===== config.mk =====
export PLATFORM = sky130hd
export DESIGN_NAME = nmsc_hdr_dec
export DESIGN_NICKNAME = d
export VERILOG_FILES = /design/src/rtl/nmsc_pkg.sv /design/src/rtl/nmsc_hdr_dec.sv
export SDC_FILE = /design/constraint.sdc
export NUM_CORES = 1
export LEC_CHECK = 0
export BUFFER_PORTS_ARGS = -buffer_cell sky130_fd_sc_hd__buf_2
export CAP_MARGIN = 20
export CORE_AREA = 2 2 39 41
export DETAILED_ROUTE_END_ITERATION = 8
export DIE_AREA = 0 0 41 43
export PLACE_DENSITY = 0.74
export SLEW_MARGIN = 0
export SYNTH_ARGS = -nofsm -noshare
export SYNTH_HDL_FRONTEND = slang
export SYNTH_SLANG_ARGS = --single-unit

===== constraint.sdc =====
create_clock -name vclk -period 1.7
set_input_delay 0.085 -clock vclk [all_inputs]
set_output_delay 0.085 -clock vclk [all_outputs]
set_load 0.05 [all_outputs]

===== src/rtl/nmsc_pkg.sv =====
// shared types, character codes and lookup functions for the nmea sentence checker
package nmsc_pkg;

   localparam int BYTE_W   = 8;
   localparam int STATUS_W = 3;
   localparam int TYPE_W   = 3;
   localparam int FIELD_W  = 5;
   localparam int FCNT_W   = 6;
   localparam int HDR_LEN  = 6;
   localparam int HDR_IDX_W = $clog2(HDR_LEN);

   localparam logic [BYTE_W-1:0] CH_NL     = 8'h0A;
   localparam logic [BYTE_W-1:0] CH_DOLLAR = 8'h24;
   localparam logic [BYTE_W-1:0] CH_STAR   = 8'h2A;
   localparam logic [BYTE_W-1:0] CH_COMMA  = 8'h2C;
   localparam logic [BYTE_W-1:0] CH_A      = 8'h41;
   localparam logic [BYTE_W-1:0] CH_C      = 8'h43;
   localparam logic [BYTE_W-1:0] CH_G      = 8'h47;
   localparam logic [BYTE_W-1:0] CH_M      = 8'h4D;
   localparam logic [BYTE_W-1:0] CH_N      = 8'h4E;
   localparam logic [BYTE_W-1:0] CH_P      = 8'h50;
   localparam logic [BYTE_W-1:0] CH_R      = 8'h52;
   localparam logic [BYTE_W-1:0] CH_S      = 8'h53;
   localparam logic [BYTE_W-1:0] CH_T      = 8'h54;
   localparam logic [BYTE_W-1:0] CH_V      = 8'h56;

   typedef enum logic [STATUS_W-1:0] {
      ST_NO_DOLLAR  = 3'd0,
      ST_CSUM_ERR   = 3'd1,
      ST_UNKNOWN    = 3'd2,
      ST_FEW_FIELDS = 3'd3,
      ST_USABLE     = 3'd4
   } status_type;

   typedef enum logic [TYPE_W-1:0] {
      SNT_NONE = 3'd0,
      SNT_GGA  = 3'd1,
      SNT_RMC  = 3'd2,
      SNT_VTG  = 3'd3,
      SNT_GSV  = 3'd4,
      SNT_GSA  = 3'd5
   } snt_type;

   typedef logic [HDR_LEN-1:0][BYTE_W-1:0] hdr_chars_type;

   typedef struct packed {
      snt_type kind;
      logic    gn;
   } hdr_info_type;

   typedef struct packed {
      logic       valid;
      logic [3:0] value;
   } hex_type;

   function automatic logic [FCNT_W-1:0] min_fields(snt_type kind);
      logic [FCNT_W-1:0] m;
      unique case (kind)
         SNT_GGA: m = FCNT_W'(15);
         SNT_RMC: m = FCNT_W'(12);
         SNT_VTG: m = FCNT_W'(9);
         SNT_GSV: m = FCNT_W'(4);
         SNT_GSA: m = FCNT_W'(18);
         default: m = '0;
      endcase
      return m;
   endfunction

   function automatic hex_type hex_digit(logic [BYTE_W-1:0] b);
      hex_type h;
      h.valid = 1'b1;
      h.value = '0;
      priority if (b >= 8'h30 && b <= 8'h39) begin
         h.value = 4'(b - 8'h30);
      end else if (b >= 8'h41 && b <= 8'h46) begin
         h.value = 4'(b - 8'h37);
      end else if (b >= 8'h61 && b <= 8'h66) begin
         h.value = 4'(b - 8'h57);
      end else begin
         h.valid = 1'b0;
      end
      return h;
   endfunction

endpackage


===== src/rtl/nmsc_hdr_dec.sv =====
// header token decoder: talker and sentence type from the first six header bytes
module nmsc_hdr_dec
   import nmsc_pkg::*;
(
   input  hdr_chars_type hdr,
   output hdr_info_type  info
);

   logic talker_ok;

   assign talker_ok = (hdr[0] == CH_DOLLAR) && (hdr[1] == CH_G)
                      && ((hdr[2] == CH_N) || (hdr[2] == CH_P));

   always_comb begin
      info.kind = SNT_NONE;
      info.gn   = 1'b0;
      if (talker_ok) begin
         priority if (hdr[3] == CH_G && hdr[4] == CH_G && hdr[5] == CH_A) begin
            info.kind = SNT_GGA;
         end else if (hdr[3] == CH_R && hdr[4] == CH_M && hdr[5] == CH_C) begin
            info.kind = SNT_RMC;
         end else if (hdr[3] == CH_V && hdr[4] == CH_T && hdr[5] == CH_G) begin
            info.kind = SNT_VTG;
         end else if (hdr[3] == CH_G && hdr[4] == CH_S && hdr[5] == CH_V) begin
            info.kind = SNT_GSV;
         end else if (hdr[3] == CH_G && hdr[4] == CH_S && hdr[5] == CH_A) begin
            info.kind = SNT_GSA;
         end else begin
            info.kind = SNT_NONE;
         end
         info.gn = (info.kind != SNT_NONE) && (hdr[2] == CH_N);
      end
   end

endmodule


* Yosys cells after proc, flatten, opt, wreduce, memory -nomap -nowiden
Index checks and enable logic that the tools add are counted.
W data, S select, Z words.
** Cells by class
- Equal/unequal tests :: 15
- Order comparisons :: 0
- Add/sub/neg operators :: 0
- Multiplexer cells :: 7
- Shift-type cells :: 0
- Bitwise gates (word level) :: 0
- $mul :: 0
- Reduce and logical (&&, ||, !) cells :: 14
- Div/mod/pow operators :: 0
** Operators with widths (number)
- $eq A8 B7 Y1 const B :: 14
- $mux W3 :: 6
- $logic_and A1 B1 Y1 :: 12
- $eq A8 B6 Y1 const B :: 1
- $mux W4 :: 1
- $reduce_bool A3 Y1 :: 1
- $logic_or A1 B1 Y1 :: 1
** Storage, ports and cells
- Bits in latches :: 0
- Input bits :: 48
- ROM bits :: 0
- Register bits after elaboration :: 0
- Memory bits (writable) :: 0
- Word-level logic and storage cells :: 36
- Memories :: 0
- Output and inout port bits :: 4

* Longest topological paths before layout
Gate-level depths: netlist of the first run.
- Depth in word-level cells :: 12
- Gate-level depth with buffers :: 4
- Depth with buffers taken out :: 4

* Worst setup path before layout of the first run
OpenSTA, ideal clock, no wires.
- Path kind :: input to output
- Start point :: in hdr[45] (netlist name)
- End point :: out info[3] (netlist name)
- Required time :: 1615 ps
- Cell stages on the path :: 4
- Setup slack :: -511 ps
- Arrival :: 2126 ps
- Buffers on the path :: 0
- Cell sequence :: nor3b_1 nand4_2 a2111oi_0 nor3b_1
** RTL lines
- from (decl) :: line nmsc_hdr_dec.sv:5 : input hdr_chars_type hdr,
- to (decl) :: line nmsc_hdr_dec.sv:6 : output hdr_info_type info

==> flow_summary.toml, run 1 <==
[place]
io_buffers = 52
globalplace.congestion = 0.699
placed_area_um2 = 702
dp_cells = 115
dp_hpwl_mm = 1.18

[sta]
grt_setup_unrepaired = "yes"
worstMarginPinSlew_ns = 0.287
relSlewSlack_pct = 80.6
period_share_pct = 97.6
setup_viol = 0
min_period_ns = 1.66
drv_slew = 0
finalSetupTns_ns = 0
hold_viol_final = 0
clock.fmax_mhz = 603

[critical_path]
crit_fanout = 3
worstSetupPathType = "in2out"
critPathLaunchType = "input port"
crit_arrival_ns = 1.57
cp-end-kind = "primary output"
crit_required_ns = 1.62

[final_layout]
fill_cells = 132
diodes = 0
area_growth_pct = 117
fin_cells = 115
stdcell_area_um2 = 795
seqCellArea_um2 = 0
seq_cell_count = 0
drive_gt1_share_pct = 72.7
clockBufferCount = 0
multi_input_area_um2 = 439
final_nets = 149

[pwr]
p_leak_nw = 0.352
ir_worst_vdd_uv = 78.6
total_power_uw = 106
powerDensity_nw_per_um2 = 134

[logic_synthesis]
synth_cells = 41
yosys.area.top_type = "nor4b_1"
yosysSeqAreaShare_pct = 0
avgSynthCellArea_um2 = 8.91
ys.warnings.count = 0
synth_most_common_cell = "nor4b_1"
synthTopCellsByArea = "nor4b_1, nor4bb_1, nand4bb_4"
syn-cell-area_um2 = 365
syn-num-nets = 89
synth_commonest_cells = "nor4b_1, nand2b_1, nor2_1, nor3b_1, nor4bb_1"
synth_top_area_share_pct = 9.59
yosys.cell_types.count = 26

[floorplanning]
die-area_um2 = 1760
num_rows = 14
die_x_um = 41
initial_core_util_pct = 26.4
core_um2 = 1380
ioPinCount = 52
die_height_um = 43

[cts]
ctsHoldBuffers = 0

[routing]
drt_wl_total_mm = 1.36
viasPerCell = 5.24
drt-pass1-iter-count = 4
drt_iter0_markers = 5
drcViolationCount = 0
antenna_left = 0
vias = 603
routedWlPerCell_um = 11.8

[global_routing]
antenna_found_initial = 0
grt_first_pass_wirelength_mm = 1.83
grt_pass1_vias = 485
grt-ovfl-total = 0
grtUsageTotal_pct = 13.9
grt_max_degree = 5

[worst_hold_path]
hp-start = "hdr[16]"
hold_end = "info[0]"
holdPathStages = 6
worstHoldPathType = "in2out"

[flow_run]
cap_violations = 0

[outcome]
status = "completed"
-- per-stage QoR --
step | utilization (%) | setup WS (ns) | hold slack [ns]
after floorplan | - | -0.0279 | 0.517
after global placement | 50.7 | -0.0482 | 0.689
after global routing | 57.4 | -0.0381 | 0.707
after detailed placement | 50.7 | -0.0759 | 0.718
after CTS | 51.8 | 0.00131 | 0.680
final | 57.4 | 0.0410 | 0.674
-- layer usage --
layer  vias up  share of wire [%]  wire length (µm)  GRT usage (%)
li1        297                  -                 -              -
met1       280                 36               486           17.7
met2        24                 56               759           25.0
met3         2                7.2                98              0
met4         0                1.2                16           2.00
met5         -                  0                 0              0
-- critical path, cell delays in order --
cell and delay [ns]:
buf_2 0.10, nor4bb_2 0.30, nand3_1 0.13, or3_1 0.47, o21ba_2 0.26, clkbuf_4 0.22
-- cell type report --
cell class,count,share of cell area (%)
Tap cell,16,2.52
Timing Repair Buffer,58,42.2
Multi-Input combinational cell,41,55.3
-- cell usage in the layout, fill, tap and decap left out, drive strengths merged, types with 2 or more instances in the layout --
cell and count:
nand2 2, and4b 2, nand4b 2, nor4b 5, nand2b 3, a2111oi 2
buf 57, nor2 3, nor3b 4, nor4bb 3, nand4 2
-- how the worst max path moves through the flow --
stage / from / endpoint / depth (start not counted)
3_5_place_dp: hdr[37] / info[2] / 6
5_1_grt: hdr[4] / info[1] / 6
2_1_floorplan: hdr[45] / info[3] / 4
3_3_place_gp: hdr[37] / info[2] / 6
6_report: hdr[4] / info[1] / 6
4_1_cts: hdr[45] / info[3] / 7
-- power by group --
part	switching, mW	internal (mW)	leakage, nW	total [mW]
clock	0	0	0	0
sequential	0	0	0	0
combinational	0.0396	0.0667	0.352	0.106
total	0.0396	0.0667	0.352	0.106
-- kinds of logic (layout without fill, tap and decap cells) --
| family | Yosys count | in the layout | share of synthesized area (%) |
|---|---|---|---|
| buf+inv | 0 | 58 | 0 |
| simple gates | 36 | 36 | 86.3 |
| compound gates | 5 | 5 | 13.7 |
-- what timing repair did --
item	4_1_cts	5_1_grt
pin swaps	0	6
resized for setup	5	13
setup endpoints to repair	3	4
buffers inserted	0	0
Power figures use the tool's default switching activity.
==> run 2, diff against run 1 <==
--- a/config.mk
+++ b/config.mk
@@ -5,12 +5,13 @@
 export SDC_FILE = /design/constraint.sdc
 export NUM_CORES = 1
 export LEC_CHECK = 0
+export ABC_AREA = 1
 export BUFFER_PORTS_ARGS = -buffer_cell sky130_fd_sc_hd__buf_2
 export CAP_MARGIN = 20
-export CORE_AREA = 2 2 39 41
+export CORE_AREA = 2 2 41 43
 export DETAILED_ROUTE_END_ITERATION = 8
-export DIE_AREA = 0 0 41 43
-export PLACE_DENSITY = 0.74
+export DIE_AREA = 0 0 43 45
+export PLACE_DENSITY = 0.93
 export SLEW_MARGIN = 0
 export SYNTH_ARGS = -nofsm -noshare
 export SYNTH_HDL_FRONTEND = slang
==> run 2 against run 1 <==
Non-clock buffer count decreased by 6. Flip-flop and latch count unchanged. Hold slack got worse by 0.084 ns. Wire length up 7.0%. Global-route usage increased by 0.42 points. Utilization grew 0.41 points. Final area is 7.1% higher. Setup slack improved by 0.40 ns. Die area is 9.8% higher.
==> flow_summary.toml, run 2 <==
[outcome]
status = "completed"

[logic_synthesis]
synthTopCellsByArea = "nand2_1, inv_1, nor2_1"
synth_cells = 126
synth-adder-area-share_pct = 0
synth_compound_area_share_pct = 0.877
synth-xor-area-share_pct = 0
synth_most_common_cell = "nand2_1"
synth_top_area_share_pct = 22.4
synth-simple-area-share_pct = 79.4
yosys.area.top_type = "nand2_1"
yosysSeqAreaShare_pct = 0
synth_top_family_by_area = "simple AND/OR/NAND/NOR gates"
syn-num-nets = 174
ys.warnings.count = 0
avgSynthCellArea_um2 = 4.53
syn-cell-area_um2 = 571
synthMuxAreaShare_pct = 0
yosys.cell_types.count = 13
synth_commonest_cells = "nand2_1, inv_1, nor2_1, nor2_2, nand3_1"

[cts]
ctsHoldBuffers = 0
ctsResizeCount = 0
cts_setup_buffers = 0

[floorplanning]
core_um2 = 1470
die-area_um2 = 1940
die_height_um = 45
ioPinCount = 52
num_rows = 14
initial_core_util_pct = 38.8
die_x_um = 43

[routing]
routedWlPerCell_um = 7.51
drt-pass1-iter-count = 4
drcViolationCount = 0
drt_iter0_markers = 9
viasPerCell = 4.35
antenna_left = 0
vias = 844
drt_wl_total_mm = 1.46

[final_layout]
seqCellArea_um2 = 0
fill_cells = 164
fin_util_pct = 57.8
final_cell_mix = "buf_2, nand2_1, inv_1"
clockBufferCount = 0
area_growth_pct = 49.1
fin_cells = 194
final_nets = 228
seq_cell_count = 0
final_common_cell = "buf_2"
drive_gt1_share_pct = 41.6
diodes = 0

[global_routing]
antenna_found_initial = 0
grtUsageTotal_pct = 14.3
grt_first_pass_wirelength_mm = 2.33
grt_pass1_vias = 692
grt-ovfl-total = 0
grt_max_degree = 4

[critical_path]
cp_slowest_stage_delay_ns = 0.30
cp_slowest_cell = "nor4_2"
path_cells = "buf_2 -> nor4_2 -> o21ai_1 -> nor2_2 -> nand2_1 -> nor2_1 -> buf_2"
cp_top_family = "simple AND/OR/NAND/NOR gates"
crit_top_cell = "buf_2"
crit_required_ns = 1.62
crit_fanout = 2
worstSetupPathType = "in2out"
critPathLaunchType = "input port"
crit_arrival_ns = 1.17
cp-end-kind = "primary output"
worst-path-buf-inv = 2

[sta]
worstMarginPinSlew_ns = 0.253
setup_viol = 0
drv_slew = 0
clock.fmax_mhz = 795
min_period_ns = 1.26
hold_viol_final = 0
fin_ws_ns = 0.442
hold_ws_ns = 0.590
relSlewSlack_pct = 83.0
grt_setup_unrepaired = "no"
finalSetupTns_ns = 0
period_share_pct = 74.0

[place]
place_ws_ns = 0.431
dp_cells = 194
dp_hpwl_mm = 1.38
globalplace.congestion = 0.826
io_buffers = 52

[flow_run]
cap_violations = 0

[pwr]
p_leak_nw = 0.526
ir_worst_vdd_uv = 64.5
powerDensity_nw_per_um2 = 141

[worst_hold_path]
worstHoldPathType = "in2out"
-- run 2: cell count changes after synthesis, moves of 4 or more --
cell     previous run  this run
inv_1               0        29
nor4b_1             4         0
nand2_1             2        34
nor2_2              0        14
nor2_1              3        28
-- run 2: logic make-up (layout without fill, tap and decap cells) --
logic type / after synthesis / in the layout
simple gates: 95 / 95
buf+inv: 30 / 82
compound gates: 1 / 1
-- run 2: through the flow --
stage               instance area [µm²]  total power [mW]
finish                              851             0.120
global placement                    851             0.117
detailed placement                  851             0.120
global route                        851             0.137
CTS                                 851             0.121
floorplan                           571            0.0490
-- run 2: final timing paths --
path	endpoint	from	depth (start not counted)	slack (ns)
max	info[2]	hdr[16]	7	0.44
min	info[0]	hdr[23]	5	0.59
-- run 2: tightest hold or removal path: cells and delay by family --
family        cells  cell delay (ns)
buf+inv           2             0.28
simple gates      3             0.14
-- run 2: metal layers --
| metal | wire [µm] | vias up | global-route usage [%] |
|---|---|---|---|
| li1 | - | 474 | - |
| met1 | 635 | 349 | 17.6 |
| met2 | 739 | 21 | 29.4 |
| met3 | 80 | 0 | 0.400 |
| met4 | 0 | 0 | 0 |
| met5 | 0 | - | 0 |
-- run 2: final cells by class --
type	count	area, µm²	share of cell area (%)
tap	16	20.0	2.35
timing repair buffer	52	260	30.6
multi-input combinational	96	458	53.8
inverter	30	113	13.2
-- run 2: report_power, final --
group          total (mW)  switching, mW  leakage, nW  internal, mW
Clock                   0              0            0             0
Combinational       0.120         0.0592        0.526        0.0608
Sequential              0              0            0             0
